**src/hw/rtl/tsrp_pkg.sv**
```systemverilog
package tsrp_pkg;

    // Timing and fixed point
    localparam int TICK_PER_SECOND = 1000;
    localparam int RATE_FRAC_BITS  = 10;

    // Field widths
    localparam int CMD_W   = 2;
    localparam int HZ_W    = 16;
    localparam int STEP_W  = 24;
    localparam int ACCEL_W = 20;
    localparam int POS_W   = 32;
    localparam int INC_W   = 20;
    localparam int RATE_W  = HZ_W + RATE_FRAC_BITS;

    localparam logic [INC_W-1:0] INC_MAX = '1;

    // Rate increment = round(accel * 2^F / TICK_PER_SECOND), done as an exact
    // multiply by a rounded-up reciprocal (numerator below 2^NUM_W)
    localparam int NUM_W       = ACCEL_W + RATE_FRAC_BITS + 1;
    localparam int RECIP_SHIFT = NUM_W + $clog2(TICK_PER_SECOND);
    localparam int RECIP_W     = NUM_W + 1;
    localparam int PROD_W      = NUM_W + RECIP_W;
    localparam logic [63:0] RECIP_FULL =
        ((64'd1 << RECIP_SHIFT) + 64'(TICK_PER_SECOND) - 64'd1) / 64'(TICK_PER_SECOND);
    localparam logic [RECIP_W-1:0] RECIP     = RECIP_FULL[RECIP_W-1:0];
    localparam logic [NUM_W-1:0]   HALF_TICK = NUM_W'(TICK_PER_SECOND / 2);

    // Braking test products
    localparam int LHS_W = ACCEL_W + POS_W;
    localparam int SQ_W  = 2 * RATE_W;

    // Request queue between front and back
    localparam int QUEUE_DEPTH = 4;
    localparam int QPTR_W      = $clog2(QUEUE_DEPTH);

    // Command codes on the input channel
    localparam logic [CMD_W-1:0] CMD_START  = 2'd0;
    localparam logic [CMD_W-1:0] CMD_EDGE   = 2'd1;
    localparam logic [CMD_W-1:0] CMD_TICK   = 2'd2;
    localparam logic [CMD_W-1:0] CMD_SETPOS = 2'd3;

    // Configuration register indexes and reset values
    localparam int CFG_IDX_W = 2;
    localparam logic [CFG_IDX_W-1:0] CFG_START_SPEED = 2'd0;
    localparam logic [CFG_IDX_W-1:0] CFG_MIN_SPEED   = 2'd1;
    localparam logic [CFG_IDX_W-1:0] CFG_MAX_SPEED   = 2'd2;
    localparam logic [HZ_W-1:0] START_SPEED_RST = 16'd200;
    localparam logic [HZ_W-1:0] MIN_SPEED_RST   = 16'd50;
    localparam logic [HZ_W-1:0] MAX_SPEED_RST   = 16'd19500;

    typedef enum logic [1:0] {
        OP_START,
        OP_EDGE,
        OP_TICK,
        OP_SETPOS
    } tsrp_op_t;

    // Classified request as held in the queue
    typedef struct packed {
        tsrp_op_t                  op;
        logic                      start_bad;
        logic                      forward;
        logic [STEP_W-1:0]         step_count;
        logic [HZ_W-1:0]           target_speed_hz;
        logic [ACCEL_W-1:0]        accel_rate;
        logic                      accel_zero;
        logic [INC_W-1:0]          rate_inc;
        logic signed [POS_W-1:0]   new_position;
    } tsrp_item_t;

    typedef struct packed {
        logic [HZ_W-1:0] start_speed_hz;
        logic [HZ_W-1:0] min_speed_hz;
        logic [HZ_W-1:0] max_speed_hz;
    } tsrp_cfg_t;

    typedef struct packed {
        logic [HZ_W-1:0]         step_rate_hz;
        logic                    dir_out;
        logic                    moving;
        logic                    move_done;
        logic                    rejected;
        logic signed [POS_W-1:0] position_count;
    } tsrp_result_t;

endpackage

```
**src/hw/rtl/tsrp_queue.sv**
```systemverilog
module tsrp_queue (
    input  logic                 clk,
    input  logic                 rst_n,
    input  logic                 in_valid,
    output logic                 in_ready,
    input  tsrp_pkg::tsrp_item_t in_item,
    output logic                 out_valid,
    input  logic                 out_ready,
    output tsrp_pkg::tsrp_item_t out_item
);
    import tsrp_pkg::*;

    tsrp_item_t         entry_reg [QUEUE_DEPTH];
    logic [QPTR_W-1:0]  wr_ptr_reg;
    logic [QPTR_W-1:0]  wr_ptr_next;
    logic [QPTR_W-1:0]  rd_ptr_reg;
    logic [QPTR_W-1:0]  rd_ptr_next;
    logic [QPTR_W:0]    count_reg;
    logic [QPTR_W:0]    count_next;
    logic               push;
    logic               pop;

    assign in_ready  = (count_reg != (QPTR_W + 1)'(QUEUE_DEPTH));
    assign out_valid = (count_reg != '0);
    assign push      = in_valid && in_ready;
    assign pop       = out_valid && out_ready;
    assign out_item  = entry_reg[rd_ptr_reg];

    // Pointer and fill count update
    always_comb
    begin
        wr_ptr_next = push ? wr_ptr_reg + 1'b1 : wr_ptr_reg;
        rd_ptr_next = pop ? rd_ptr_reg + 1'b1 : rd_ptr_reg;
        count_next  = count_reg;
        if (push && !pop)
        begin
            count_next = count_reg + 1'b1;
        end
        else if (pop && !push)
        begin
            count_next = count_reg - 1'b1;
        end
    end

    always_ff @(posedge clk or negedge rst_n)
    begin
        if (!rst_n)
        begin
            wr_ptr_reg <= '0;
            rd_ptr_reg <= '0;
            count_reg  <= '0;
        end
        else
        begin
            wr_ptr_reg <= wr_ptr_next;
            rd_ptr_reg <= rd_ptr_next;
            count_reg  <= count_next;
        end
    end

    // Storage
    always_ff @(posedge clk)
    begin
        if (push)
        begin
            entry_reg[wr_ptr_reg] <= in_item;
        end
    end

endmodule

```
**config.mk**
```make
export PLATFORM = sky130hd
export DESIGN_NAME = tsrp_queue
export DESIGN_NICKNAME = d
export VERILOG_FILES = /design/src/hw/rtl/tsrp_pkg.sv /design/src/hw/rtl/tsrp_queue.sv
export SDC_FILE = /design/constraint.sdc
export NUM_CORES = 1
export LEC_CHECK = 0
export ABC_AREA = 1
export BUFFER_PORTS_ARGS = -buffer_cell sky130_fd_sc_hd__buf_4
export CORE_ASPECT_RATIO = 1.75
export CORE_UTILIZATION = 44
export CTS_CLUSTER_SIZE = 14
export DETAILED_ROUTE_END_ITERATION = 6
export PLACE_DENSITY = 0.66
export REMOVE_ABC_BUFFERS = 1
export SETUP_SLACK_MARGIN = 0.1
export SYNTH_ARGS = -nofsm -noshare
export SYNTH_HDL_FRONTEND = slang
export SYNTH_SLANG_ARGS = --single-unit
```
**constraint.sdc**
```tcl
create_clock -name clk -period 6.19 [get_ports clk]
set_input_delay 0.619 -clock clk [delete_from_list [all_inputs] [get_ports clk]]
set_output_delay 0.619 -clock clk [all_outputs]
set_load 0.01 [all_outputs]
```
== After elaboration in Yosys (flattened, before gate mapping) ==
Memories as Yosys holds them, arrays and structs flattened.
Cells that the tools add are included.

* Memory bits (writable): 468
* Input bits: 121
* Bits in registers: 7
* Word-level logic and storage cells: 21
* Memories kept: 1
* Output and inout port bits: 119

{| class="wikitable"
|+ Memories
! memory !! words !! width !! read ports !! clocked after Yosys merged registers in !! wr ports !! line !! text
|-
| entry_reg || 4 || 117 || 1 || 0 || 1 || tsrp_queue.sv:13 || <nowiki>tsrp_item_t entry_reg [QUEUE_DEPTH];</nowiki>
|}

* Equality and inequality tests: 1
* $add $sub $neg: 4
* Muxes and demuxes: 4
* Reductions and logical operators: 8

{| class="wikitable"
|+ Operators with widths
! operator !! number
|-
| $mux 3 || 2
|-
| $add 2x1->2 const B || 2
|-
| $logic_and 1x1->1 || 4
|-
| $add 3x1->3 const B || 1
|-
| $ne 3x3->1 const B || 1
|-
| $reduce_bool 3->1 || 1
|-
| $sub 3x1->3 const B || 1
|-
| $logic_not 1->1 || 2
|-
| $mux 1 || 2
|-
| $reduce_bool 2->1 || 1
|}

== Depth between registers and ports, before layout ==
* Word-level depth: 6
* Depth in mapped cells: 12

== Worst setup path after synthesis ==
No wires, ideal clock.

* Path type: reg-to-reg
* From: reg count_reg[0]
* To: mem entry_reg[0][0] (netlist bit) (enable)
* Slack: -93 ps
* Library setup time: 595 ps
* Data arrival time: 5,688 ps
* Data required time: 5,595 ps
* Buffers on the path: 0
* Cell stages (with the launch flop): 5
* Clock period less this slack: 6,283 ps
* Path through: dfrtp_1 > inv_1 > nand3_1 > nand2_1 > nor2_1

* Longest elaborated chain between the ends: 4

{| class="wikitable"
|+ RTL lines
! item !! line !! text
|-
| start: declaration || tsrp_queue.sv:18 || <nowiki>logic [QPTR_W:0] count_reg;</nowiki>
|-
| start signal: assignment || tsrp_queue.sv:57 || <nowiki>count_reg <= count_next;</nowiki>
|-
| $ne 3x3->1 || tsrp_queue.sv:23 || <nowiki>assign in_ready = (count_reg != (QPTR_W + 1)'(QUEUE_DEPTH));</nowiki>
|-
| named net in_ready || tsrp_queue.sv:5 || <nowiki>output logic in_ready,</nowiki>
|-
| $logic_and 1x1->1 || tsrp_queue.sv:25 || <nowiki>assign push = in_valid && in_ready;</nowiki>
|-
| $mux 1 || tsrp_queue.sv:64 || <nowiki>if (push)</nowiki>
|-
| $mux 1 (not written as such) || tsrp_queue.sv:66 || <nowiki>entry_reg[wr_ptr_reg] <= in_item;</nowiki>
|-
| end: declaration || tsrp_queue.sv:13 ||
|}

The timed path passes the listed nets, and every way through them passes these cells.

==> results_dict.tcl <==
set metrics [dict create \
    outcome "complete, no violations" \
    h_tree_depth 2 \
    cts_buffers 43 \
    yosysWarningCount 0 \
    post_cts_resize_count 0 \
    synth_top_cells_by_count "edfxtp_1, nand2_1, inv_1" \
    hold_path_class "in2reg" \
    worstSetupStartpointType "flop" \
    place_congestion 0.829 \
    p_leak_uw 0.00891 \
    clock-root-buffer "clkbuf_16" \
    hold_ws_ns 0.277 \
    slew_headroom_pct 15.3 \
    utilization_pct 52.5 \
    clock.fmax_mhz 260 \
    routed_wire_length_per_instance_um 18.5 \
    via_count_of_the_routed_design 11300 \
    design.final.nets 1772 \
    critPathKind "reg2out" \
    cell_area_after_layout_um2 22400 \
    dpl.hpwl_um 24700 \
    fin_crit_ns 3.84 \
    clock_sink_count 475 \
    post_synth_edffs 468 \
    grt_usage_pct 18.6 \
    layout-drive-gt1-share_pct 18.6 \
    clk_path_buf_depth 3 \
    syn-mean-instance-area_um2 13.4 \
    worst_setup_path_end_kind "output pin" \
    firstDrtPassIters 5 \
    tightestPinTransition_ns 1.27 \
    grt_setup_unrepaired "no" \
    placementRows 100 \
    number_of_ports_placed_on_the_die_boundary 240 \
    synth-seq-cells 475 \
    seq_area_frac_synth_pct 74.4 \
    area.growth.synth_to_final_pct 17.1 \
    synth_cells 1423 \
    netlist-cell-type-count 18 \
    power_density_nw_per_um2 477 \
    insertion_delay_ns 0.54 \
    synthFlopType "edfxtp_1" \
    maximum_number_of_pins_on_one_net_before_global_route_repair 309 \
    share_of_async_settable_or_async_resettable_flops_after_synthesis_pct 1.47 \
    die_area_um2 44300 \
    placed_area_um2 21100 \
    vdd.ir_drop.worst_v 0.000482 \
    first_global_vias 11300 \
    synth_top_area_share_pct 73.5 \
    tritoncts "yes" \
    dieHeight_um 278 \
    timing.final.crit_share_pct 62.1 \
    setup_viol 0 \
    post_layout_nonfiller_instances 2236 \
    drt_first_iter_violations 577 \
    final.setup.tns_ns 0 \
    core_region_area_um2 42700 \
    drt_wl_total_um 41400 \
    numPlacedInstances 2160 \
    grt_first_pass_wirelength_um 62900 \
    final_antenna_net_count 0 \
    start_util_pct 44.8 \
    port_buffers 239 \
    worstPathRequired_ns 5.57 \
    timing.clock.skew_ns 0.00618 \
    total_count_of_hold_check_failures_in_the_final_report 0 \
    cp_data_arrival_time_ns 3.22 \
    cap_violations 0 \
    avg_vias_per_cell 5.06 \
    yosys-top-cells-area "edfxtp_1, o211ai_1, nand2_1, inv_1, buf_6" \
    remaining_global_route_overflow 0 \
    yosysMostFrequentCell "edfxtp_1" \
    largest_register_ffs 468 \
    path_clk_slew_ns 0.06 \
    synth_area_leader_cell "edfxtp_1" \
    cp_max_fo 308 \
    slew_viol_final 0 \
    die-width_um 160 \
    drcViolationCount 0 \
    post_synth_instance_area_um2 19100 \
    grt_antenna_before_repair 6 \
]
[routing by layer]
layer	vias to the layer above	GRT usage [%]	wire length [um]
li1	5400	-	-
met1	5525	20.4	15500
met2	274	34.0	21900
met3	107	3.32	1900
met4	6	10.1	2050
met5	-	0	35
[cell families after synthesis]
group / synth area share, %
AND/OR/NAND/NOR: 7.52
buffers and inverters: 8.35
adder cells (fa/ha/maj): 0.432
flip-flops: 74.4
AO/OA/AOI/OAI: 9.22
XOR/XNOR: 0.0458
[repair_timing]
item	in CTS	in global routing
hold endpoints to repair	7	0
setup buffers	0	0
endpoints found under the setup margin	0	0
hold buffers	1	0
[final timing paths]
check                           slack [ns]                      start                         end  cells after the start
worst max-delay path                  2.35  rd_ptr_reg[0]$_DFFE_PN0P_                out_item[91]                      5
worst min-delay path                  0.28                in_item[56]  entry_reg[2][56]$_DFFE_PP_                      1
worst max register to register        3.36   count_reg[0]$_DFFE_PN0P_  entry_reg[3][70]$_DFFE_PP_                      5
worst min register to register        0.53   count_reg[2]$_DFFE_PN0P_    count_reg[2]$_DFFE_PN0P_                      2
max in group asynchronous             5.59                      rst_n   rd_ptr_reg[1]$_DFFE_PN0P_                      2
min in group asynchronous             0.45                      rst_n   wr_ptr_reg[0]$_DFFE_PN0P_                      2
[per-stage QoR]
| step | power [uW] | worst slack (ns) |
|---|---|---|
| floorplan | 6660 | -0.0931 |
| global route | 11300 | 1.95 |
| CTS | 10800 | 2.18 |
| finish | 10700 | 2.35 |
| global placement | 8300 | 2.83 |
| detailed placement | 8380 | 2.77 |
[cell type report]
class	instances	area, um2
diodes	3	7.51
clock buffers	55	1160
clock inverters	17	104
fillers	3578	20300
inverters	250	953
multi-input cells	622	3320
flip-flops and latches	475	14200
well taps	561	702
repair buffers	253	1900
[placed cells by master (no fill, tap or decap), types with 5 or more instances in the layout]
cell type / count
edfxtp_1: 468
clkbuf_1: 10
clkinv_1: 10
nand2_1: 368
buf_4: 252
inv_1: 248
nand3_1: 7
clkbuf_16: 45
o211ai_1: 234
dfrtp_1: 6
ha_1: 5
[critical path, stage by stage, from the launching register on]
cell and delay, ns:
dfrtp_1 0.48, clkinv_8 0.74, buf_4 0.72, o211ai_1 0.44
nand2_1 0.10, buf_4 0.15
[report_power, final]
group / switching (uW) / total, uW / internal [uW]
clock: 1090 / 2450 / 1360
sequential: 209 / 4440 / 4230
combinational: 2390 / 3790 / 1400
Note: power is estimated with default switching activity, not from simulation.
