<file path="config.mk">
export PLATFORM = sky130hd
export DESIGN_NAME = tsrp_back
export DESIGN_NICKNAME = d
export VERILOG_FILES = /design/src/hw/rtl/tsrp_pkg.sv /design/src/hw/rtl/tsrp_back.sv
export SDC_FILE = /design/constraint.sdc
export NUM_CORES = 2
export LEC_CHECK = 0
export BUFFER_PORTS_ARGS = -buffer_cell sky130_fd_sc_hd__buf_2
export CAP_MARGIN = 5
export CORE_MARGIN = 1.5
export CORE_UTILIZATION = 60
export CTS_CLUSTER_DIAMETER = 60
export DETAILED_ROUTE_END_ITERATION = 6
export PLACE_DENSITY = 0.82
export SLEW_MARGIN = 20
export SYNTH_ARGS = -nofsm -noshare
export SYNTH_HDL_FRONTEND = slang
export SYNTH_SLANG_ARGS = --single-unit
</file>
<file path="constraint.sdc">
create_clock -name clk -period 10.47 [get_ports clk]
set_clock_uncertainty 0.2 [all_clocks]
set_input_delay 0.5235 -clock clk [delete_from_list [all_inputs] [get_ports clk]]
set_output_delay 0.5235 -clock clk [all_outputs]
set_load 0.1 [all_outputs]
</file>
<file path="src/hw/rtl/tsrp_pkg.sv">
package tsrp_pkg;

    // Timing and fixed point
    localparam int TICK_PER_SECOND = 1000;
    localparam int RATE_FRAC_BITS  = 10;

    // Field widths
    localparam int CMD_W   = 2;
    localparam int HZ_W    = 16;
    localparam int STEP_W  = 24;
    localparam int ACCEL_W = 20;
    localparam int POS_W   = 32;
    localparam int INC_W   = 20;
    localparam int RATE_W  = HZ_W + RATE_FRAC_BITS;

    localparam logic [INC_W-1:0] INC_MAX = '1;

    // Rate increment = round(accel * 2^F / TICK_PER_SECOND), done as an exact
    // multiply by a rounded-up reciprocal (numerator below 2^NUM_W)
    localparam int NUM_W       = ACCEL_W + RATE_FRAC_BITS + 1;
    localparam int RECIP_SHIFT = NUM_W + $clog2(TICK_PER_SECOND);
    localparam int RECIP_W     = NUM_W + 1;
    localparam int PROD_W      = NUM_W + RECIP_W;
    localparam logic [63:0] RECIP_FULL =
        ((64'd1 << RECIP_SHIFT) + 64'(TICK_PER_SECOND) - 64'd1) / 64'(TICK_PER_SECOND);
    localparam logic [RECIP_W-1:0] RECIP     = RECIP_FULL[RECIP_W-1:0];
    localparam logic [NUM_W-1:0]   HALF_TICK = NUM_W'(TICK_PER_SECOND / 2);

    // Braking test products
    localparam int LHS_W = ACCEL_W + POS_W;
    localparam int SQ_W  = 2 * RATE_W;

    // Request queue between front and back
    localparam int QUEUE_DEPTH = 4;
    localparam int QPTR_W      = $clog2(QUEUE_DEPTH);

    // Command codes on the input channel
    localparam logic [CMD_W-1:0] CMD_START  = 2'd0;
    localparam logic [CMD_W-1:0] CMD_EDGE   = 2'd1;
    localparam logic [CMD_W-1:0] CMD_TICK   = 2'd2;
    localparam logic [CMD_W-1:0] CMD_SETPOS = 2'd3;

    // Configuration register indexes and reset values
    localparam int CFG_IDX_W = 2;
    localparam logic [CFG_IDX_W-1:0] CFG_START_SPEED = 2'd0;
    localparam logic [CFG_IDX_W-1:0] CFG_MIN_SPEED   = 2'd1;
    localparam logic [CFG_IDX_W-1:0] CFG_MAX_SPEED   = 2'd2;
    localparam logic [HZ_W-1:0] START_SPEED_RST = 16'd200;
    localparam logic [HZ_W-1:0] MIN_SPEED_RST   = 16'd50;
    localparam logic [HZ_W-1:0] MAX_SPEED_RST   = 16'd19500;

    typedef enum logic [1:0] {
        OP_START,
        OP_EDGE,
        OP_TICK,
        OP_SETPOS
    } tsrp_op_t;

    // Classified request as held in the queue
    typedef struct packed {
        tsrp_op_t                  op;
        logic                      start_bad;
        logic                      forward;
        logic [STEP_W-1:0]         step_count;
        logic [HZ_W-1:0]           target_speed_hz;
        logic [ACCEL_W-1:0]        accel_rate;
        logic                      accel_zero;
        logic [INC_W-1:0]          rate_inc;
        logic signed [POS_W-1:0]   new_position;
    } tsrp_item_t;

    typedef struct packed {
        logic [HZ_W-1:0] start_speed_hz;
        logic [HZ_W-1:0] min_speed_hz;
        logic [HZ_W-1:0] max_speed_hz;
    } tsrp_cfg_t;

    typedef struct packed {
        logic [HZ_W-1:0]         step_rate_hz;
        logic                    dir_out;
        logic                    moving;
        logic                    move_done;
        logic                    rejected;
        logic signed [POS_W-1:0] position_count;
    } tsrp_result_t;

endpackage

</file>
<file path="src/hw/rtl/tsrp_back.sv">
module tsrp_back (
    input  logic                   clk,
    input  logic                   rst_n,
    input  tsrp_pkg::tsrp_cfg_t    cfg,
    input  logic                   in_valid,
    output logic                   in_ready,
    input  tsrp_pkg::tsrp_item_t   in_item,
    output logic                   out_valid,
    input  logic                   out_ready,
    output tsrp_pkg::tsrp_result_t out_result
);
    import tsrp_pkg::*;

    // Architectural state
    logic [POS_W-1:0]   position_reg,   position_next;
    logic [POS_W-1:0]   target_reg,     target_next;
    logic [POS_W-1:0]   diff_reg,       diff_next;
    logic [POS_W-1:0]   rem_reg,        rem_next;
    logic [RATE_W-1:0]  rate_reg,       rate_next;
    logic [HZ_W-1:0]    cruise_reg,     cruise_next;
    logic [ACCEL_W-1:0] accel_reg,      accel_next;
    logic [INC_W-1:0]   inc_reg,        inc_next;
    logic               dir_reg,        dir_next;
    logic               running_reg,    running_next;

    // Braking test products, registered from the state so that they lag it
    logic [LHS_W-1:0]   lhs_reg;
    logic [SQ_W-1:0]    sq_reg;
    logic               fresh_reg;

    // Result register
    logic               res_valid_reg;
    logic [HZ_W-1:0]    res_hz_reg;
    logic               res_dir_reg;
    logic               res_moving_reg;
    logic               res_done_reg;
    logic               res_rej_reg;
    logic [POS_W-1:0]   res_pos_reg;

    logic               exec;
    logic               done_now;
    logic               rej_now;
    logic               at_target;
    logic               brake;
    logic [POS_W-1:0]   steps_ext;
    logic [RATE_W-1:0]  floor_fx;
    logic [RATE_W-1:0]  cruise_fx;
    logic [RATE_W-1:0]  max_fx;
    logic [RATE_W:0]    floor_plus;
    logic [RATE_W:0]    rate_plus;
    logic [RATE_W-1:0]  rate_step;
    logic [HZ_W-1:0]    hz_lo;

    // A tick needs products of the settled state
    assign exec     = in_valid && (!res_valid_reg || out_ready) &&
                      ((in_item.op != OP_TICK) || fresh_reg);
    assign in_ready = exec;

    assign steps_ext = POS_W'(in_item.step_count);
    assign floor_fx  = RATE_W'(cfg.start_speed_hz) << RATE_FRAC_BITS;
    assign cruise_fx = RATE_W'(cruise_reg) << RATE_FRAC_BITS;
    assign max_fx    = RATE_W'(cfg.max_speed_hz) << RATE_FRAC_BITS;

    // Target reached: forward when diff >= 0, reverse when diff <= 0
    assign at_target = dir_reg ? !diff_reg[POS_W-1]
                               : (diff_reg[POS_W-1] || (diff_reg == '0));

    // 2 * accel * remaining <= rate^2
    assign brake = ({lhs_reg, 1'b0} <= (LHS_W + 1)'(sq_reg >> (2 * RATE_FRAC_BITS)));

    // Rate step of a tick that does not end the move
    always_comb
    begin
        floor_plus = (RATE_W + 1)'(floor_fx) + (RATE_W + 1)'(inc_reg);
        rate_plus  = (RATE_W + 1)'(rate_reg) + (RATE_W + 1)'(inc_reg);
        if (brake)
        begin
            if ((RATE_W + 1)'(rate_reg) < floor_plus)
            begin
                rate_step = floor_fx;
            end
            else
            begin
                rate_step = rate_reg - RATE_W'(inc_reg);
            end
        end
        else if (rate_reg < cruise_fx)
        begin
            if (rate_plus > (RATE_W + 1)'(cruise_fx))
            begin
                rate_step = cruise_fx;
            end
            else
            begin
                rate_step = rate_plus[RATE_W-1:0];
            end
        end
        else
        begin
            rate_step = cruise_fx;
        end
        if (rate_step > max_fx)
        begin
            rate_step = max_fx;
        end
    end

    // Request execution
    always_comb
    begin
        position_next = position_reg;
        target_next   = target_reg;
        diff_next     = diff_reg;
        rem_next      = rem_reg;
        rate_next     = rate_reg;
        cruise_next   = cruise_reg;
        accel_next    = accel_reg;
        inc_next      = inc_reg;
        dir_next      = dir_reg;
        running_next  = running_reg;
        done_now      = 1'b0;
        rej_now       = 1'b0;
        if (exec)
        begin
            unique case (in_item.op)
                OP_START:
                begin
                    if (in_item.start_bad || running_reg)
                    begin
                        rej_now = 1'b1;
                    end
                    else
                    begin
                        target_next  = in_item.forward ? position_reg + steps_ext
                                                       : position_reg - steps_ext;
                        diff_next    = in_item.forward ? '0 - steps_ext : steps_ext;
                        rem_next     = steps_ext;
                        dir_next     = in_item.forward;
                        running_next = 1'b1;
                        cruise_next  = in_item.target_speed_hz;
                        accel_next   = in_item.accel_rate;
                        inc_next     = in_item.rate_inc;
                        rate_next    = in_item.accel_zero
                            ? RATE_W'(in_item.target_speed_hz) << RATE_FRAC_BITS
                            : floor_fx;
                    end
                end
                OP_EDGE:
                begin
                    position_next = dir_reg ? position_reg + 1'b1 : position_reg - 1'b1;
                    diff_next     = dir_reg ? diff_reg + 1'b1 : diff_reg - 1'b1;
                    rem_next      = rem_reg - 1'b1;
                end
                OP_TICK:
                begin
                    if (running_reg)
                    begin
                        if (at_target)
                        begin
                            running_next = 1'b0;
                            rate_next    = '0;
                            done_now     = 1'b1;
                        end
                        else if (accel_reg != '0)
                        begin
                            rate_next = rate_step;
                        end
                    end
                end
                OP_SETPOS:
                begin
                    position_next = POS_W'(in_item.new_position);
                    diff_next     = POS_W'(in_item.new_position) - target_reg;
                    rem_next      = dir_reg ? target_reg - POS_W'(in_item.new_position)
                                            : POS_W'(in_item.new_position) - target_reg;
                end
                default:
                begin
                end
            endcase
        end
    end

    always_ff @(posedge clk or negedge rst_n)
    begin
        if (!rst_n)
        begin
            position_reg  <= '0;
            target_reg    <= '0;
            diff_reg      <= '0;
            rem_reg       <= '0;
            rate_reg      <= '0;
            cruise_reg    <= '0;
            accel_reg     <= '0;
            inc_reg       <= '0;
            dir_reg       <= 1'b1;
            running_reg   <= 1'b0;
            fresh_reg     <= 1'b0;
            res_valid_reg <= 1'b0;
        end
        else
        begin
            position_reg  <= position_next;
            target_reg    <= target_next;
            diff_reg      <= diff_next;
            rem_reg       <= rem_next;
            rate_reg      <= rate_next;
            cruise_reg    <= cruise_next;
            accel_reg     <= accel_next;
            inc_reg       <= inc_next;
            dir_reg       <= dir_next;
            running_reg   <= running_next;
            fresh_reg     <= !exec;
            if (exec)
            begin
                res_valid_reg <= 1'b1;
            end
            else if (out_ready)
            begin
                res_valid_reg <= 1'b0;
            end
        end
    end

    // Products and result payload
    always_ff @(posedge clk)
    begin
        lhs_reg <= LHS_W'(accel_reg) * LHS_W'(rem_reg);
        sq_reg  <= SQ_W'(rate_reg) * SQ_W'(rate_reg);
        if (exec)
        begin
            res_hz_reg     <= rate_next[RATE_W-1:RATE_FRAC_BITS];
            res_dir_reg    <= dir_next;
            res_moving_reg <= running_next;
            res_done_reg   <= done_now;
            res_rej_reg    <= rej_now;
            res_pos_reg    <= position_next;
        end
    end

    // Output rate: zero when stopped or paused, else min clamp then max clamp
    always_comb
    begin
        hz_lo = (res_hz_reg < cfg.min_speed_hz) ? cfg.min_speed_hz : res_hz_reg;
        if (!res_moving_reg || (res_hz_reg == '0))
        begin
            out_result.step_rate_hz = '0;
        end
        else if (hz_lo > cfg.max_speed_hz)
        begin
            out_result.step_rate_hz = cfg.max_speed_hz;
        end
        else
        begin
            out_result.step_rate_hz = hz_lo;
        end
        out_result.dir_out        = res_dir_reg;
        out_result.moving         = res_moving_reg;
        out_result.move_done      = res_done_reg;
        out_result.rejected       = res_rej_reg;
        out_result.position_count = res_pos_reg;
    end

    assign out_valid = res_valid_reg;

endmodule

</file>
-- Word level (Yosys, flattened, before mapping)
Index checks and enable logic that the tools add are counted.
- $add $sub $neg: 13
- multipliers: 2
- order comparisons: 7
- equality and inequality tests: 7
- muxes and demuxes: 39
- bitwise logic cells: 1
- reduce and logical (&&, ||, !) cells: 22
- operator list (kind ; number):
    $mux 26 ; 11
    $mux 32 ; 8
    $pmux 32 s3 ; 2
    $sub 32x1->32 const B ; 3
    $add 32x1->32 const B ; 2
    $pmux 32 s2 ; 1
    $sub 32x32->32 ; 2
    $add 26x20->27 ; 2
    $le 53x32->1 ; 1
    $mul 20x32->52 ; 1
    $mul 26x26->52 ; 1
    $pmux 26 s2 ; 1
    $mux 16 ; 3
    $add 32x24->32 ; 1
    $logic_not 32->1 ; 1
    $sub 32x24->32 ; 1
    $gt 27x26->1 ; 1
    $lt 26x27->1 ; 1
    $gt 26x26->1 ; 1
    $lt 26x26->1 ; 1
    $sub 26x20->26 ; 1
    $sub 1x24->25 const A ; 1
    $reduce_bool 20->1 ; 1
    $gt 16x16->1 ; 1
    18 further kinds ; 42
- flip-flop bits (word level): 370
- bits of input ports: 169
- output and inout port bits: 54

-- Logic depth before layout (Yosys ltp)
- word-level depth: 12
- gate-level depth with buffers: 38
- mapped depth without buffers: 35

-- Worst setup path before layout
No wires, ideal clock.
- kind: input -> output
- from: in cfg[17] (netlist bit)
- to: out out_result[36] (netlist bit)
- data arrival time: 7247 ps
- setup slack: 2499 ps
- cell stages on the path: 26
- buffers on the path: 3
- path through: inv_1 ha_1 a21o_1 a21o_1 a21oi_1 nor2b_1 o211ai_1 a21oi_1 o21ai_0 a31oi_1 clkbuf_1 mux2_2 ha_1 o21a_1 o21a_1 o21a_1 o21a_1 o21a_1 o21a_1 o21ai_0 a21boi_0 o22ai_1 buf_1 clkbuf_1 nor2_1 a211oi_1
- RTL lines (what ; line ; text):
    from (decl) ; tsrp_back.sv:4 ; input tsrp_pkg::tsrp_cfg_t cfg,
    to (decl) ; tsrp_back.sv:10 ; output tsrp_pkg::tsrp_result_t out_result

-- Worst setup path after layout
- from: reg rate_reg[6]
- to: reg res_hz_reg[11] (data pin)
- longest elaborated chain between the ends: 12
- elaborated cells between the ends (all ways): 16
- those cells by class: add/sub: 2; order compare: 4; mux: 10
- ends and longest elaborated chain (what ; line ; text):
    from (decl) ; tsrp_back.sv:19 ; logic [RATE_W-1:0] rate_reg, rate_next;
    from (signal assigned) ; tsrp_back.sv:207 ; rate_reg <= rate_next;
    $add 26x20->27 ; tsrp_back.sv:75 ; rate_plus = (RATE_W + 1)'(rate_reg) + (RATE_W + 1)'(inc_reg);
    $gt 27x26->1 ; tsrp_back.sv:89 ; if (rate_plus > (RATE_W + 1)'(cruise_fx))
    $mux 26 ; tsrp_back.sv:89 ;
    $mux 26 ; tsrp_back.sv:87 ; else if (rate_reg < cruise_fx)
    $mux 26 * ; tsrp_back.sv:76 ; if (brake)
    $gt 26x26->1 ; tsrp_back.sv:102 ; if (rate_step > max_fx)
    $mux 26 * ; tsrp_back.sv:102 ;
    $mux 26 * ; tsrp_back.sv:164 ; else if (accel_reg != '0)
    $mux 26 * ; tsrp_back.sv:158 ; if (at_target)
    $mux 26 * ; tsrp_back.sv:156 ; if (running_reg)
    $pmux 26 s2 * ; tsrp_back.sv:125 ; unique case (in_item.op)
    $mux 26 * ; tsrp_back.sv:123 ; if (exec)
    named net rate_next[21] ; tsrp_back.sv:19 ;
    to (signal assigned) ; tsrp_back.sv:232 ; res_hz_reg <= rate_next[RATE_W-1:RATE_FRAC_BITS];
    to (decl) ; tsrp_back.sv:33 ; logic [HZ_W-1:0] res_hz_reg;
Mark *: on every way through the listed nets, which the timed path passes. The rest lies on a longest branch. The select of a mux whose other input is x is not followed.
A chain may end at the register's enable or synchronous reset.

==> results_dict.tcl <==
set metrics [dict create \
    wl_per_cell_um 21.05 \
    crit_arrival_ns 9.69 \
    clockRootBuffer "clkbuf_16" \
    netlist_area_mm2 0.06657 \
    fin_crit_ns 9.492 \
    period_share 0.9066 \
    maxSlewViolCount 0 \
    finalHoldViolations 0 \
    cap_violations 0 \
    nets 9589 \
    synth_nets 9500 \
    ys.warnings.count 0 \
    rows 122 \
    clk_latency_ns 0.65 \
    syn_to_final_growth_pct 7.148 \
    routed_wl_um 194000 \
    slew_headroom 0.1997 \
    final.fill_count 8814 \
    path_max_fanout 18 \
    initial_utilization 0.6031 \
    startpoint_type "flip-flop" \
    grt_start_max_net_pins 125 \
    fp.dieArea_mm2 0.1130 \
    track_usage 0.3472 \
    startpoint "rate_reg[6]" \
    multi_input_area_mm2 0.05154 \
    crit_type "reg2reg" \
    coreArea_mm2 0.1104 \
    vias 54971 \
    reg2reg_setup_slack_ns 0.98 \
    numCtsBuffers 48 \
    setup_viol 0 \
    hold-worst-slack_ns 0.02620 \
    io_pins 223 \
    cpMostUsedCell "o21a_1" \
    r2r_cells 32 \
    worst_slew_pin_slew_ns 1.200 \
    rr_endpoint "res_hz_reg[11]" \
    tns_ns 0 \
    antenna_found_initial 26 \
    detail-route-antenna-nets 0 \
    outcome "finished, final reports clean" \
    grt_pass1_vias 57766 \
    largest_reg_flops 52 \
    drive_above_1_share 0.06362 \
    clk_path_buf_depth 3 \
    required_ns 10.67 \
    crit_path_end_kind "flip-flop" \
    crit_path_end "res_hz_reg[11]" \
    seqCellArea_mm2 0.008601 \
    synth_enable_flop_cells 52 \
    detail_route.vias_per_cell 5.964 \
    clk_pin_slew_ns 0.06 \
    synth_cells 7590 \
    ys_ff_latch 350 \
    worstHoldPathType "in2reg" \
    die_h_um 336.1 \
    h-tree-depth 2 \
    port-buffer-count 222 \
    cts_sinks 350 \
    grt_pass1_wl_um 306200 \
    cts_tree "built" \
    cp_slowest_cell "dfrtp_1" \
    globalRouteOverflowTotal 0 \
    die_x_um 336.1 \
    r2r-start "rate_reg[6]" \
    async_flop_share 0.6114 \
    synthFlopType "dfrtp_1" \
    ys_types 92 \
    fmax_mhz 105.3 \
    drc 0 \
    first_iter_violations 4533 \
    dpl.hpwl_um 152000 \
    gp_congestion 0.9929 \
    avgSynthCellArea_um2 8.770 \
    drt-pass1-iter-count 7 \
    max_stage_delay_ns 0.89 \
    rsz0062_at_grt "false" \
    seq_area_frac_synth 0.1292 \
]
metal layers:
metal,up-vias,track usage,wire [µm]
met5,-,0,227
met4,36,0.2089,13380
met3,837,0.07030,16710
met2,2732,0.5844,93100
met1,26942,0.4107,70590
li1,24424,-,-
cell type report:
cell class | instances | share of cell area
well taps | 1488 | 0.02610
diodes | 11 | 0.0003859
inverters | 1356 | 0.07136
clock buffers | 58 | 0.01838
clock inverters | 31 | 0.005000
repair buffers | 389 | 0.03551
multi-input cells | 5534 | 0.7227
flip-flops and latches | 350 | 0.1206
what timing repair did:
action                                 in CTS  in global routing
resized for setup                           0                  0
hold buffers                               57                  0
setup buffers                               0                  0
endpoints found under the hold margin     144                  0
through the flow:
step                utilization  area [µm²]  std cells  worst slack (ns)
floorplan                     -       66570       7590             2.499
finish                   0.6463       71320       9217            0.9775
global placement         0.6257       69060       9060             1.595
detailed placement       0.6257       69060       9060             1.397
global route             0.6461       71300       9208            0.7197
CTS                      0.6460       71290       9206             1.272
critical path, delay by kind of cell, from the launching register on:
| kind | cells | cell delay (ns) |
|---|---|---|
| buffers and inverters | 1 | 0.22 |
| XOR/XNOR | 1 | 0.18 |
| flip-flops | 1 | 0.89 |
| AO/OA/AOI/OAI | 17 | 4.36 |
| AND/OR/NAND/NOR | 9 | 2.09 |
| multiplexers | 1 | 0.20 |
| adder cells (fa/ha/maj) | 3 | 1.07 |
synthesized netlist by cell type, types with 30 or more instances:
cell / instances / area [µm²]
a31oi_1: 35 / 219.0
clkbuf_1: 305 / 1145
and2_1: 372 / 2327
dfxtp_1: 84 / 1682
dfrtp_1: 213 / 5330
nand2_1: 974 / 3656
o21ai_0: 335 / 1677
nor2b_1: 47 / 294.0
a21oi_1: 323 / 1617
o211ai_1: 41 / 307.8
and3_1: 30 / 187.7
inv_1: 1349 / 5064
nor3_1: 76 / 380.4
mux2i_1: 65 / 650.6
o21bai_1: 43 / 322.8
a21o_1: 158 / 1186
a211oi_1: 43 / 322.8
nand2b_1: 61 / 381.6
nand4_1: 39 / 244.0
xor2_1: 123 / 1077
fa_1: 1056 / 21140
nor4_1: 34 / 212.7
nand3_1: 66 / 330.3
xnor2_1: 204 / 1787
o21a_1: 51 / 382.9
edfxtp_1: 52 / 1562
ha_1: 685 / 8571
nor2_1: 319 / 1197
cell usage in the layout (no fill, tap or decap), drive strengths merged, types with 14 or more instances in the layout:
cell type,n
xor2,123
ha,685
xnor2,204
a21oi,323
nand2b,62
nor2b,47
dlygate4sd3,57
mux2,23
clkbuf,58
o21a,51
inv,1358
nor4,36
and3,30
dfrtp,213
o31ai,23
o211ai,41
dfxtp,84
or2,15
nand4,39
o221ai,20
and2,373
nor3,77
nor2,320
or3,31
buf,332
nand3,66
a21boi,15
a221o,14
o21bai,43
a21o,158
nand2,974
a211oi,43
clkinv,22
fa,1056
o21ai,339
a31oi,35
mux2i,65
edfxtp,52
o22ai,25
cell families after synthesis:
| group | after synthesis | synth area share |
|---|---|---|
| flops | 350 | 0.1292 |
| mux | 88 | 0.01367 |
| fa+ha+maj | 1741 | 0.4463 |
| simple gates | 2107 | 0.1487 |
| buf+inv | 1706 | 0.09707 |
| xor+xnor | 327 | 0.04303 |
| compound gates | 1271 | 0.1220 |
worst min path at each step:
stage,from,slack [ns],cells after the start,to
floorplan,rst_n,0.03,0,accel_reg[0]
finish,in_item[34],0.03,3,inc_reg[2]
global route,in_item[32],0.02,2,inc_reg[0]
global placement,fresh_reg,0.28,2,out_valid
detailed placement,fresh_reg,0.28,2,out_valid
CTS,in_item[31],0.003,3,position_reg[31]
Power is left out: the tool's default activity adds up to more than one toggle a clock period on the data nets, which glitch-free logic cannot reach.
