--- src/hw/rtl/tsrp_pkg.sv ---
package tsrp_pkg;

    // Timing and fixed point
    localparam int TICK_PER_SECOND = 1000;
    localparam int RATE_FRAC_BITS  = 10;

    // Field widths
    localparam int CMD_W   = 2;
    localparam int HZ_W    = 16;
    localparam int STEP_W  = 24;
    localparam int ACCEL_W = 20;
    localparam int POS_W   = 32;
    localparam int INC_W   = 20;
    localparam int RATE_W  = HZ_W + RATE_FRAC_BITS;

    localparam logic [INC_W-1:0] INC_MAX = '1;

    // Rate increment = round(accel * 2^F / TICK_PER_SECOND), done as an exact
    // multiply by a rounded-up reciprocal (numerator below 2^NUM_W)
    localparam int NUM_W       = ACCEL_W + RATE_FRAC_BITS + 1;
    localparam int RECIP_SHIFT = NUM_W + $clog2(TICK_PER_SECOND);
    localparam int RECIP_W     = NUM_W + 1;
    localparam int PROD_W      = NUM_W + RECIP_W;
    localparam logic [63:0] RECIP_FULL =
        ((64'd1 << RECIP_SHIFT) + 64'(TICK_PER_SECOND) - 64'd1) / 64'(TICK_PER_SECOND);
    localparam logic [RECIP_W-1:0] RECIP     = RECIP_FULL[RECIP_W-1:0];
    localparam logic [NUM_W-1:0]   HALF_TICK = NUM_W'(TICK_PER_SECOND / 2);

    // Braking test products
    localparam int LHS_W = ACCEL_W + POS_W;
    localparam int SQ_W  = 2 * RATE_W;

    // Request queue between front and back
    localparam int QUEUE_DEPTH = 4;
    localparam int QPTR_W      = $clog2(QUEUE_DEPTH);

    // Command codes on the input channel
    localparam logic [CMD_W-1:0] CMD_START  = 2'd0;
    localparam logic [CMD_W-1:0] CMD_EDGE   = 2'd1;
    localparam logic [CMD_W-1:0] CMD_TICK   = 2'd2;
    localparam logic [CMD_W-1:0] CMD_SETPOS = 2'd3;

    // Configuration register indexes and reset values
    localparam int CFG_IDX_W = 2;
    localparam logic [CFG_IDX_W-1:0] CFG_START_SPEED = 2'd0;
    localparam logic [CFG_IDX_W-1:0] CFG_MIN_SPEED   = 2'd1;
    localparam logic [CFG_IDX_W-1:0] CFG_MAX_SPEED   = 2'd2;
    localparam logic [HZ_W-1:0] START_SPEED_RST = 16'd200;
    localparam logic [HZ_W-1:0] MIN_SPEED_RST   = 16'd50;
    localparam logic [HZ_W-1:0] MAX_SPEED_RST   = 16'd19500;

    typedef enum logic [1:0] {
        OP_START,
        OP_EDGE,
        OP_TICK,
        OP_SETPOS
    } tsrp_op_t;

    // Classified request as held in the queue
    typedef struct packed {
        tsrp_op_t                  op;
        logic                      start_bad;
        logic                      forward;
        logic [STEP_W-1:0]         step_count;
        logic [HZ_W-1:0]           target_speed_hz;
        logic [ACCEL_W-1:0]        accel_rate;
        logic                      accel_zero;
        logic [INC_W-1:0]          rate_inc;
        logic signed [POS_W-1:0]   new_position;
    } tsrp_item_t;

    typedef struct packed {
        logic [HZ_W-1:0] start_speed_hz;
        logic [HZ_W-1:0] min_speed_hz;
        logic [HZ_W-1:0] max_speed_hz;
    } tsrp_cfg_t;

    typedef struct packed {
        logic [HZ_W-1:0]         step_rate_hz;
        logic                    dir_out;
        logic                    moving;
        logic                    move_done;
        logic                    rejected;
        logic signed [POS_W-1:0] position_count;
    } tsrp_result_t;

endpackage

--- src/hw/rtl/tsrp_front.sv ---
module tsrp_front (
    input  logic                             clk,
    input  logic                             rst_n,
    input  logic                             in_valid,
    output logic                             in_ready,
    input  logic [tsrp_pkg::CMD_W-1:0]       in_cmd,
    input  logic [tsrp_pkg::STEP_W-1:0]      in_step_count,
    input  logic [tsrp_pkg::HZ_W-1:0]        in_target_speed_hz,
    input  logic [tsrp_pkg::ACCEL_W-1:0]     in_accel_rate,
    input  logic                             in_forward,
    input  logic signed [tsrp_pkg::POS_W-1:0] in_new_position,
    output logic                             out_valid,
    input  logic                             out_ready,
    output tsrp_pkg::tsrp_item_t             out_item
);
    import tsrp_pkg::*;

    logic               s1_valid_reg;
    logic               s1_valid_next;
    tsrp_item_t         s1_item_reg;
    tsrp_item_t         s1_item_next;
    logic [PROD_W-1:0]  s1_prod_reg;
    logic [PROD_W-1:0]  s1_prod_next;

    logic               accept;
    tsrp_op_t           op_dec;
    logic [NUM_W-1:0]   inc_num;
    logic [PROD_W-1:0]  quot;

    assign in_ready = !s1_valid_reg || out_ready;
    assign accept   = in_valid && in_ready;

    // Command decode
    always_comb
    begin
        unique case (in_cmd)
            CMD_START:  op_dec = OP_START;
            CMD_EDGE:   op_dec = OP_EDGE;
            CMD_TICK:   op_dec = OP_TICK;
            CMD_SETPOS: op_dec = OP_SETPOS;
            default:    op_dec = OP_SETPOS;
        endcase
    end

    // Increment numerator: accel scaled to rate units, plus half a tick for rounding
    assign inc_num = (NUM_W'(in_accel_rate) << RATE_FRAC_BITS) + HALF_TICK;

    // Stage register next values
    always_comb
    begin
        s1_valid_next = s1_valid_reg;
        s1_item_next  = s1_item_reg;
        s1_prod_next  = s1_prod_reg;
        if (accept)
        begin
            s1_valid_next                = 1'b1;
            s1_item_next.op              = op_dec;
            s1_item_next.start_bad       = (in_step_count == '0) ||
                                           (in_target_speed_hz == '0);
            s1_item_next.forward         = in_forward;
            s1_item_next.step_count      = in_step_count;
            s1_item_next.target_speed_hz = in_target_speed_hz;
            s1_item_next.accel_rate      = in_accel_rate;
            s1_item_next.accel_zero      = (in_accel_rate == '0);
            s1_item_next.rate_inc        = '0;
            s1_item_next.new_position    = in_new_position;
            s1_prod_next                 = PROD_W'(inc_num) * PROD_W'(RECIP);
        end
        else if (out_ready)
        begin
            s1_valid_next = 1'b0;
        end
    end

    always_ff @(posedge clk or negedge rst_n)
    begin
        if (!rst_n)
        begin
            s1_valid_reg <= 1'b0;
        end
        else
        begin
            s1_valid_reg <= s1_valid_next;
        end
    end

    always_ff @(posedge clk)
    begin
        s1_item_reg <= s1_item_next;
        s1_prod_reg <= s1_prod_next;
    end

    // Quotient from the reciprocal product, saturated to the increment width
    assign quot = s1_prod_reg >> RECIP_SHIFT;

    always_comb
    begin
        out_item = s1_item_reg;
        if (quot > PROD_W'(INC_MAX))
        begin
            out_item.rate_inc = INC_MAX;
        end
        else
        begin
            out_item.rate_inc = quot[INC_W-1:0];
        end
    end

    assign out_valid = s1_valid_reg;

endmodule

--- config.mk ---
export PLATFORM = sky130hd
export DESIGN_NAME = tsrp_front
export DESIGN_NICKNAME = d
export VERILOG_FILES = /design/src/hw/rtl/tsrp_pkg.sv /design/src/hw/rtl/tsrp_front.sv
export SDC_FILE = /design/constraint.sdc
export NUM_CORES = 1
export LEC_CHECK = 0
export BUFFER_PORTS_ARGS = -buffer_cell sky130_fd_sc_hd__buf_2
export CAP_MARGIN = 20
export CORE_AREA = 3 3 195 197
export CTS_BUF_LIST = sky130_fd_sc_hd__clkbuf_16
export DETAILED_ROUTE_END_ITERATION = 8
export DIE_AREA = 0 0 198 200
export PLACE_DENSITY = 0.63
export SLEW_MARGIN = 20
export SYNTH_ARGS = -nofsm -noshare
export SYNTH_HDL_FRONTEND = slang
export SYNTH_SLANG_ARGS = --single-unit
export TNS_END_PERCENT = 30
--- constraint.sdc ---
create_clock -name clk -period 3.9 [get_ports clk]
set_input_delay 0.195 -clock clk [delete_from_list [all_inputs] [get_ports clk]]
set_output_delay 0.195 -clock clk [all_outputs]
set_load 0.02 [all_outputs]
# Word level (Yosys, flattened, before mapping)
# Cells that the tools add are included.
# totals
reg_bits,158
in_bits,99
elab_cells,29
# classes
add_sub_neg,1
mul,1
magnitude_cmp,1
n_eq_ne,3
mux,4
reduce_logical,9
# ops
operator,n
"31-bit by 29-bit multiplier with 60-bit output, second input constant",1
"30-bit by 9-bit adder with 31-bit output, second input constant",1
24-bit zero test,1
"22-bit by 20-bit > comparator with 1-bit output, second input constant",1
20-bit zero test,1
20-bit 2-to-1 mux,1
16-bit zero test,1
2-bit one-hot mux with 4 select lines,1
"2-bit equality test, second input constant",2
"2-bit by 1-bit equality test with 1-bit output, second input constant",1
2-bit zero test,1
1-bit logical OR,2
1-bit 2-to-1 mux,2
2-bit nonzero test,1
1-bit logical AND,1
1-bit zero test,1

# Depth between registers and ports, before layout
# Gate-level depths: netlist of run 1.
# depth
word_depth,4
depth_mapped,26

# Worst setup path before layout of run 1
# No wires, ideal clock.
# synth_timing
path_kind,input-to-reg
start,input port in_accel_rate[8] (netlist bit)
end,register s1_prod_reg[55] (data pin)
setup_ns,0.190
t_arrival_ns,5.997
required_ns,3.710
slack_ns,-2.287
stages,23
cell_sequence,ha_1 > fa_1 > fa_1 > inv_1 > fa_1 > inv_1 > fa_1 > inv_1 > fa_1 > inv_1 > fa_1 > inv_1 > fa_1 > inv_1 > ha_1 > a21o_1 > a21o_1 > a21oi_1 > o31a_1 > nand3_1 > o21ai_1 > mux2_1 > a2111oi_2
# synth_via
elab_chain_len,2
# synth_lines
item,line_no,text
from (decl),tsrp_front.sv:9,"input logic [tsrp_pkg::ACCEL_W-1:0] in_accel_rate,"
30-bit by 9-bit adder with 31-bit output,tsrp_front.sv:46,assign inc_num = (NUM_W'(in_accel_rate) << RATE_FRAC_BITS) + HALF_TICK;
31-bit by 29-bit multiplier with 60-bit output,tsrp_front.sv:67,s1_prod_next = PROD_W'(inc_num) * PROD_W'(RECIP);
to (signal assigned),tsrp_front.sv:90,s1_prod_reg <= s1_prod_next;
to (decl),tsrp_front.sv:22,logic [PROD_W-1:0] s1_prod_reg;
# No other way between the ends.
# A chain may end at the register's enable or synchronous reset.

# Worst setup path after layout of run 1
# layout_timing
start,input port in_accel_rate[11] (netlist bit)
end,register s1_prod_reg[43] (data pin)
# The elaborated chain is that of the path after synthesis.

==> results by group, run 1 <==
Run status
  – Outcome: finished with violations
  – Failing checks: negative setup slack

Logic synthesis
  – Largest family of logic cells by synthesized area: adder cells
  – Mapped cell area: roughly 14000 um^2
  – Async SR Flop Fraction: less than 1%
  – Ys Warns: 0
  – Synthesized instance count: ~1300
  – Ys flop type: edfxtp_1
  – Syn nets: 1871
  – Post-Synth XOR/XNOR Area: 1.27%
  – Number of synthesized flops with an enable pin: approximately 120
  – Synth cell types: 61
  – Syn Area/Cell: 11.2 um^2
  – Sequential share of the synthesized area: 24.7%
  – Complex-gate fraction of the synthesized area: 7.36%
  – Post-Synth Simple-Gate Area: 4.90%
  – Yosys reg bits: about 120
  – Post-synthesis mux area share: 0.294%
  – Adder-cell share of the synthesized area: 51.9%

Drt
  – Routed Antenna Nets: 0
  – Drt initial violations: 462
  – DRC violation count after routing: 0
  – Vias per Instance: 4.78
  – Routed WL per cell: 18.5 um
  – Routed Wire Length: 42800 um
  – Total number of vias: 11100
  – Pre-Repair DR Iteration Count: 5

Clock network
  – Clk buf depth: 2
  – CTS tree: yes
  – Clock transition at path regs: roughly 80 ps
  – Num CTS Buffers: 17
  – Clock Latency Late Sink: 430 ps
  – Clock sink count: between 100 and 150
  – CTS Root Cell: clkbuf_16
  – # H-tree levels: 4

Worst setup path
  – Critical Path Source: in_accel_rate[11]
  – Critical path type: input port to register
  – Reg2reg start: out_valid
  – CP endpoint kind: register
  – Worst Reg-to-Reg Cells: 3
  – Critical path data arrival time: 5960 ps
  – Crit-path max FO: 5
  – Critical Path End: s1_prod_reg[43]
  – Reg-to-Reg End: out_item[76]
  – Worst Setup Start Kind: input port
  – WP data required: 4100 ps
  – Reg-to-reg slack, setup: 1890 ps

Floorplan
  – Core area: 36400 um^2
  – Rows: 70
  – Die W: 198 um
  – Num ports: 218
  – Die ar.: between 30000 and 40000 um^2
  – Chip height: 200 um
  – Starting Density: 39.7%

STA
  – Worst Hold Slack: 77.8 ps
  – Tcrit/Tclk final: 148%
  – Slew @ Worst Pin: 756 ps
  – Final worst setup slack: -1860 ps
  – Min cycle time layout: 5760 ps
  – Hold Vio Cnt, Final: 0
  – Max-slew violation count: 0
  – Final setup violating endpoints: 21
  – RSZ-0062 raised after global routing: true
  – Rel. slew slack: roughly 50%
  – Fmax: 174 MHz
  – Setup Skew: 14.5 ps

GRT
  – M2 GR Usage: between 30% and 40%
  – M3 GR Usage: 3.14%
  – Initial antenna violation count: 0
  – GRT Overall Usage: 21.9%
  – Global-route wire length before repair: 65800 um
  – Vias in the first global route: 11900
  – GRT overflow: 0
  – Largest net degree at the start of global routing: 68
  – GRT busiest layer: met2
  – Met1 Use GR: 28.9%

Layout
  – Synthesis-to-layout area growth: 41.3%
  – Register Area: around 3600 um^2
  – Multi-input gate area: 10400 um^2
  – Design area: just over 20000 um^2
  – Max reg flops: 97
  – Nets: around 2400
  – Filler cell count: between 3000 and 4000
  – Share of cells above drive strength 1: 35.6%

Run
  – Max Cap Violations: 0

Place
  – PortBufs: 217
  – DP HPWL: between 30000 and 40000 um
  – Placed inst area: 18300 um^2
  – RePlAce Congestion: a little over 0.9

Hold path
  – Worst min path class: input port to asynchronous set/reset pin
==> what timing repair did <==
| action | 4_1_cts | 5_1_grt |
|---|---|---|
| buffers inserted | 12 | 5 |
| setup endpoints to repair | 21 | 21 |
| hold buffers | 77 | 0 |
| hold endpoints to repair | 77 | 0 |
| resized for setup | 80 | 44 |
| pin swaps | 33 | 19 |
==> metrics by stage <==
stage | worst slack [ps] | cells | utilization [%] | TNS [ps]
final | -1860 | 2318 | 56.1 | -35720
after global routing | -2070 | 2317 | 56.1 | -39860
after CTS | -1860 | 2312 | 55.5 | -35280
after detailed placement | -2550 | 2192 | 50.3 | -49600
after global placement | -2460 | 2192 | 50.3 | -47900
after floorplan | -1860 | 1288 | - | -34620
==> routing by layer <==
layer	routed length, um	vias up
met2	20600	304
met3	2050	55
met5	0	-
li1	-	5321
met4	1030	0
met1	19100	5390
==> Yosys cell counts (3+ instances only) <==
cell type | instances | area (um^2)
o21ai_0 | 21 | 105
nor3_1 | 5 | 25.0
nor2b_1 | 4 | 25.0
a21oi_2 | 3 | 26.3
or2_2 | 21 | 131
ha_1 | 291 | 3640
a31oi_1 | 4 | 25.0
nand4_1 | 16 | 100
clkbuf_1 | 7 | 26.3
a21oi_1 | 52 | 260
o21bai_1 | 11 | 82.6
and4_1 | 3 | 26.3
fa_1 | 193 | 3860
o21a_1 | 6 | 45.0
inv_1 | 355 | 1330
a211oi_1 | 4 | 30.0
nor2_1 | 18 | 67.6
xnor2_1 | 14 | 123
o211ai_1 | 3 | 22.5
and3_1 | 4 | 25.0
o21ai_1 | 11 | 55.1
nand2b_1 | 3 | 18.8
a221o_1 | 3 | 30.0
a21o_1 | 24 | 180
xor2_1 | 7 | 61.3
nand2_1 | 31 | 116
nand3_1 | 6 | 30.0
edfxtp_1 | 118 | 3540
nor4_1 | 10 | 62.6
and2_1 | 3 | 18.8
==> worst max-delay path, stage by stage <==
cell     delay, ps
buf_12         110
buf_4          140
ha_4           210
fa_1           490
ha_1           300
inv_1           50
fa_1           500
inv_1           50
fa_1           480
inv_1           50
fa_1           480
inv_1           50
fa_1           470
inv_1           50
fa_1           500
inv_2           50
ha_4           260
a21o_1         110
a21o_1         120
a21oi_2         50
o31a_1         360
a31oi_4        260
o21ai_4        120
buf_4          140
buf_4          120
buf_4          120
xnor2_1        110
==> cells in the final DEF, fill, tap and decap left out, types with 12 or more instances in the layout <==
master / n
a21o_1: 24
a21oi_1: 37
a21oi_2: 13
buf_2: 201
buf_4: 240
buf_6: 12
clkbuf_16: 17
dlygate4sd3_1: 77
edfxtp_1: 118
fa_1: 180
fa_2: 13
ha_1: 241
ha_4: 46
inv_1: 329
inv_2: 18
nand2_1: 30
nand4_1: 16
nor2_1: 15
o21ai_0: 13
o21ai_1: 15
or2_2: 20
xnor2_1: 13
==> logic make-up (layout without fill, tap and decap cells) <==
| group | Yosys count | after routing |
|---|---|---|
| other cells | 0 | 1 |
| mux | 4 | 4 |
| simple gates | 132 | 132 |
| flops | 119 | 119 |
| xor+xnor | 21 | 21 |
| buf+inv | 367 | 928 |
| compound gates | 161 | 161 |
| fa+ha+maj | 484 | 484 |
==> final cells by class <==
cell class / instances / area share [%]
clock inverter: 15 / 0.997
clock buffer: 17 / 2.08
tap: 468 / 2.86
timing repair buffer: 541 / 19.2
multi-input combinational: 802 / 50.7
sequential: 119 / 17.5
inverter: 355 / 6.70
antenna: 1 / 0.0122
==> worst min-delay path by stage <==
stage          cells past startpoint  slack, ps        end
6_report                           2         80  out_valid
5_1_grt                            2         70  out_valid
4_1_cts                            2         30  out_valid
3_5_place_dp                       1        -30  out_valid
3_3_place_gp                       1        -30  out_valid
2_1_floorplan                      0       -100  out_valid
Power of run 1 is left out: the tool's default activity adds up to more than one toggle a clock period on the data nets, which glitch-free logic cannot reach.
==> inputs of run 2 (changes only) <==
--- a/config.mk
+++ b/config.mk
@@ -7,10 +7,10 @@
 export LEC_CHECK = 0
 export BUFFER_PORTS_ARGS = -buffer_cell sky130_fd_sc_hd__buf_2
 export CAP_MARGIN = 20
-export CORE_AREA = 3 3 195 197
+export CORE_AREA = 3 3 273 141
 export CTS_BUF_LIST = sky130_fd_sc_hd__clkbuf_16
 export DETAILED_ROUTE_END_ITERATION = 8
-export DIE_AREA = 0 0 198 200
+export DIE_AREA = 0 0 276 144
 export PLACE_DENSITY = 0.63
 export SLEW_MARGIN = 20
 export SYNTH_ARGS = -nofsm -noshare
==> run 2 against run 1 <==
  * The run still ends with negative setup slack left
  * Worst setup slack got worse by 11 ps
  * Register-to-register slack improved by 110 ps
  * Clock-buffer cell count did not move
  * Final cell count fell by 0.13%
  * Fmax fell by 0.20%
  * Non-clock buffer count fell by 18
  * Via count fell by 1.4%
  * Die area rose by 0.36%
  * Highest routed layer unchanged
==> results by group, run 2 (same netlist as run 1, synthesis figures left out) <==
STA
  – RSZ-0062 raised after global routing: true
  – Tcrit/Tclk final: 148%
  – Max-slew violation count: 0
  – Setup Skew: 14.0 ps
  – Min cycle time layout: between 5000 and 6000 ps
  – Fmax: ~170 MHz
  – Hold Vio Cnt, Final: 0
  – Rel. slew slack: 53.7%
  – Slew @ Worst Pin: 695 ps
  – Final setup violating endpoints: 21
  – Final worst setup slack: -1870 ps

Worst setup path
  – Critical path type: input port to register
  – Worst Reg-to-Reg Cells: 3
  – CP endpoint kind: register
  – Worst Setup Start Kind: input port
  – Critical path data arrival time: just under 6000 ps
  – Crit-path max FO: 4
  – WP data required: 4060 ps

GRT
  – GRT Overall Usage: 21.3%
  – Global-route wire length before repair: between 60000 and 70000 um
  – GRT overflow: 0
  – Vias in the first global route: about 12000
  – Initial antenna violation count: 0
  – Largest net degree at the start of global routing: 66

Drt
  – Routed Wire Length: just over 40000 um
  – Total number of vias: 10900
  – Vias per Instance: between 4 and 5
  – Routed WL per cell: 17.7 um
  – DRC violation count after routing: 0
  – Pre-Repair DR Iteration Count: 5
  – Drt initial violations: 460
  – Routed Antenna Nets: 0

Layout
  – Share of cells above drive strength 1: between 30% and 40%
  – Filler cell count: about 3100
  – Nets: about 2400
  – Diode count: 0
  – Register Area: 3570 um^2
  – Most frequent cells in the layout: inv_1, ha_1, buf_4
  – Most common cell after layout, fill and taps aside: inv_1
  – Finished Core Util: a little under three fifths
  – Multi-input gate area: 10300 um^2
  – Max reg flops: 97
  – Synthesis-to-layout area growth: 39.2%

Floorplan
  – Die ar.: slightly below 40000 um^2
  – Rows: 49
  – Core area: 35900 um^2
  – Chip height: 144 um
  – Die W: 276 um
  – Starting Density: between 40% and 50%
  – Num ports: between 200 and 250

Clock network
  – # H-tree levels: 4
  – Clock transition at path regs: 60 ps
  – Clock sink count: approximately 120
  – CTS Root Cell: clkbuf_16
  – Clock Latency Late Sink: 430 ps
  – Num CTS Buffers: 17
  – CTS tree: yes
  – Clk buf depth: 2

Run status
  – Outcome: finished with violations
  – Failing checks: negative setup slack

Hold path
  – Worst min path class: input port to register
  – Worst Hold Path Cells: 2

Place
  – PortBufs: 217
  – DP HPWL: 34400 um
  – RePlAce Congestion: 0.907

Run
  – Max Cap Violations: 0
[run 2: what timing repair did]
action	CTS	global route
pin swaps	20	37
hold buffers	77	0
setup endpoints to repair	21	21
hold endpoints to repair	77	0
buffers inserted	5	4
gates resized for setup	56	45
[run 2: per-stage QoR]
stage / hold WS (ps) / cell area, um^2 / std cells / TNS [ps] / setup WS, ps
finish: 75.7 / 20100 / 2315 / -36490 / -1870
global route: 60.6 / 20100 / 2315 / -40580 / -2120
CTS: 55.5 / 19900 / 2312 / -36630 / -1910
detailed placement: -23.6 / 18300 / 2199 / -49710 / -2540
global placement: -29.1 / 18300 / 2199 / -48820 / -2500
floorplan: -101 / 14900 / 1288 / -34620 / -1860
[run 2: routing by layer]
layer	part of all wire, %	routed length [um]	track usage [%]
met4	2.1	868	5.94
met3	5.1	2100	4.11
met2	50	20400	38.8
met5	0	0	0
met1	43	17700	26.2
[run 2: final timing paths]
path                            slack (ps)         endpoint               from
worst max-delay path                 -1870  s1_prod_reg[58]   in_accel_rate[1]
worst min-delay path                    80     out_item[66]  in_accel_rate[13]
worst max register to register        2000  s1_prod_reg[45]          out_valid
worst min register to register         570        out_valid          out_valid
max in group asynchronous             3720        out_valid              rst_n
min in group asynchronous               90        out_valid              rst_n
[run 2: final cells by class]
cell class,count,share of cell area [%]
timing repair buffer,523,18.5
sequential,119,17.7
multi-input combinational,802,51.1
clock inverter,15,0.696
tap,484,3.01
inverter,355,6.82
clock buffer,17,2.11
[run 2: worst max-delay path: stages]
cell and delay (ps):
clkbuf_4 170, ha_1 240, fa_2 360, fa_1 490
inv_1 50, fa_1 470, inv_1 50, fa_1 480
inv_1 50, fa_1 470, inv_1 60, fa_1 490
inv_1 50, fa_1 490, inv_2 50, ha_4 280
and3_4 180, nand4_1 210, o31ai_4 270, o21ai_4 110
o211ai_4 240, o21ai_4 90, nand2_2 80, mux2i_1 180
o2111ai_1 110
Power of run 2 is left out for the same reason.
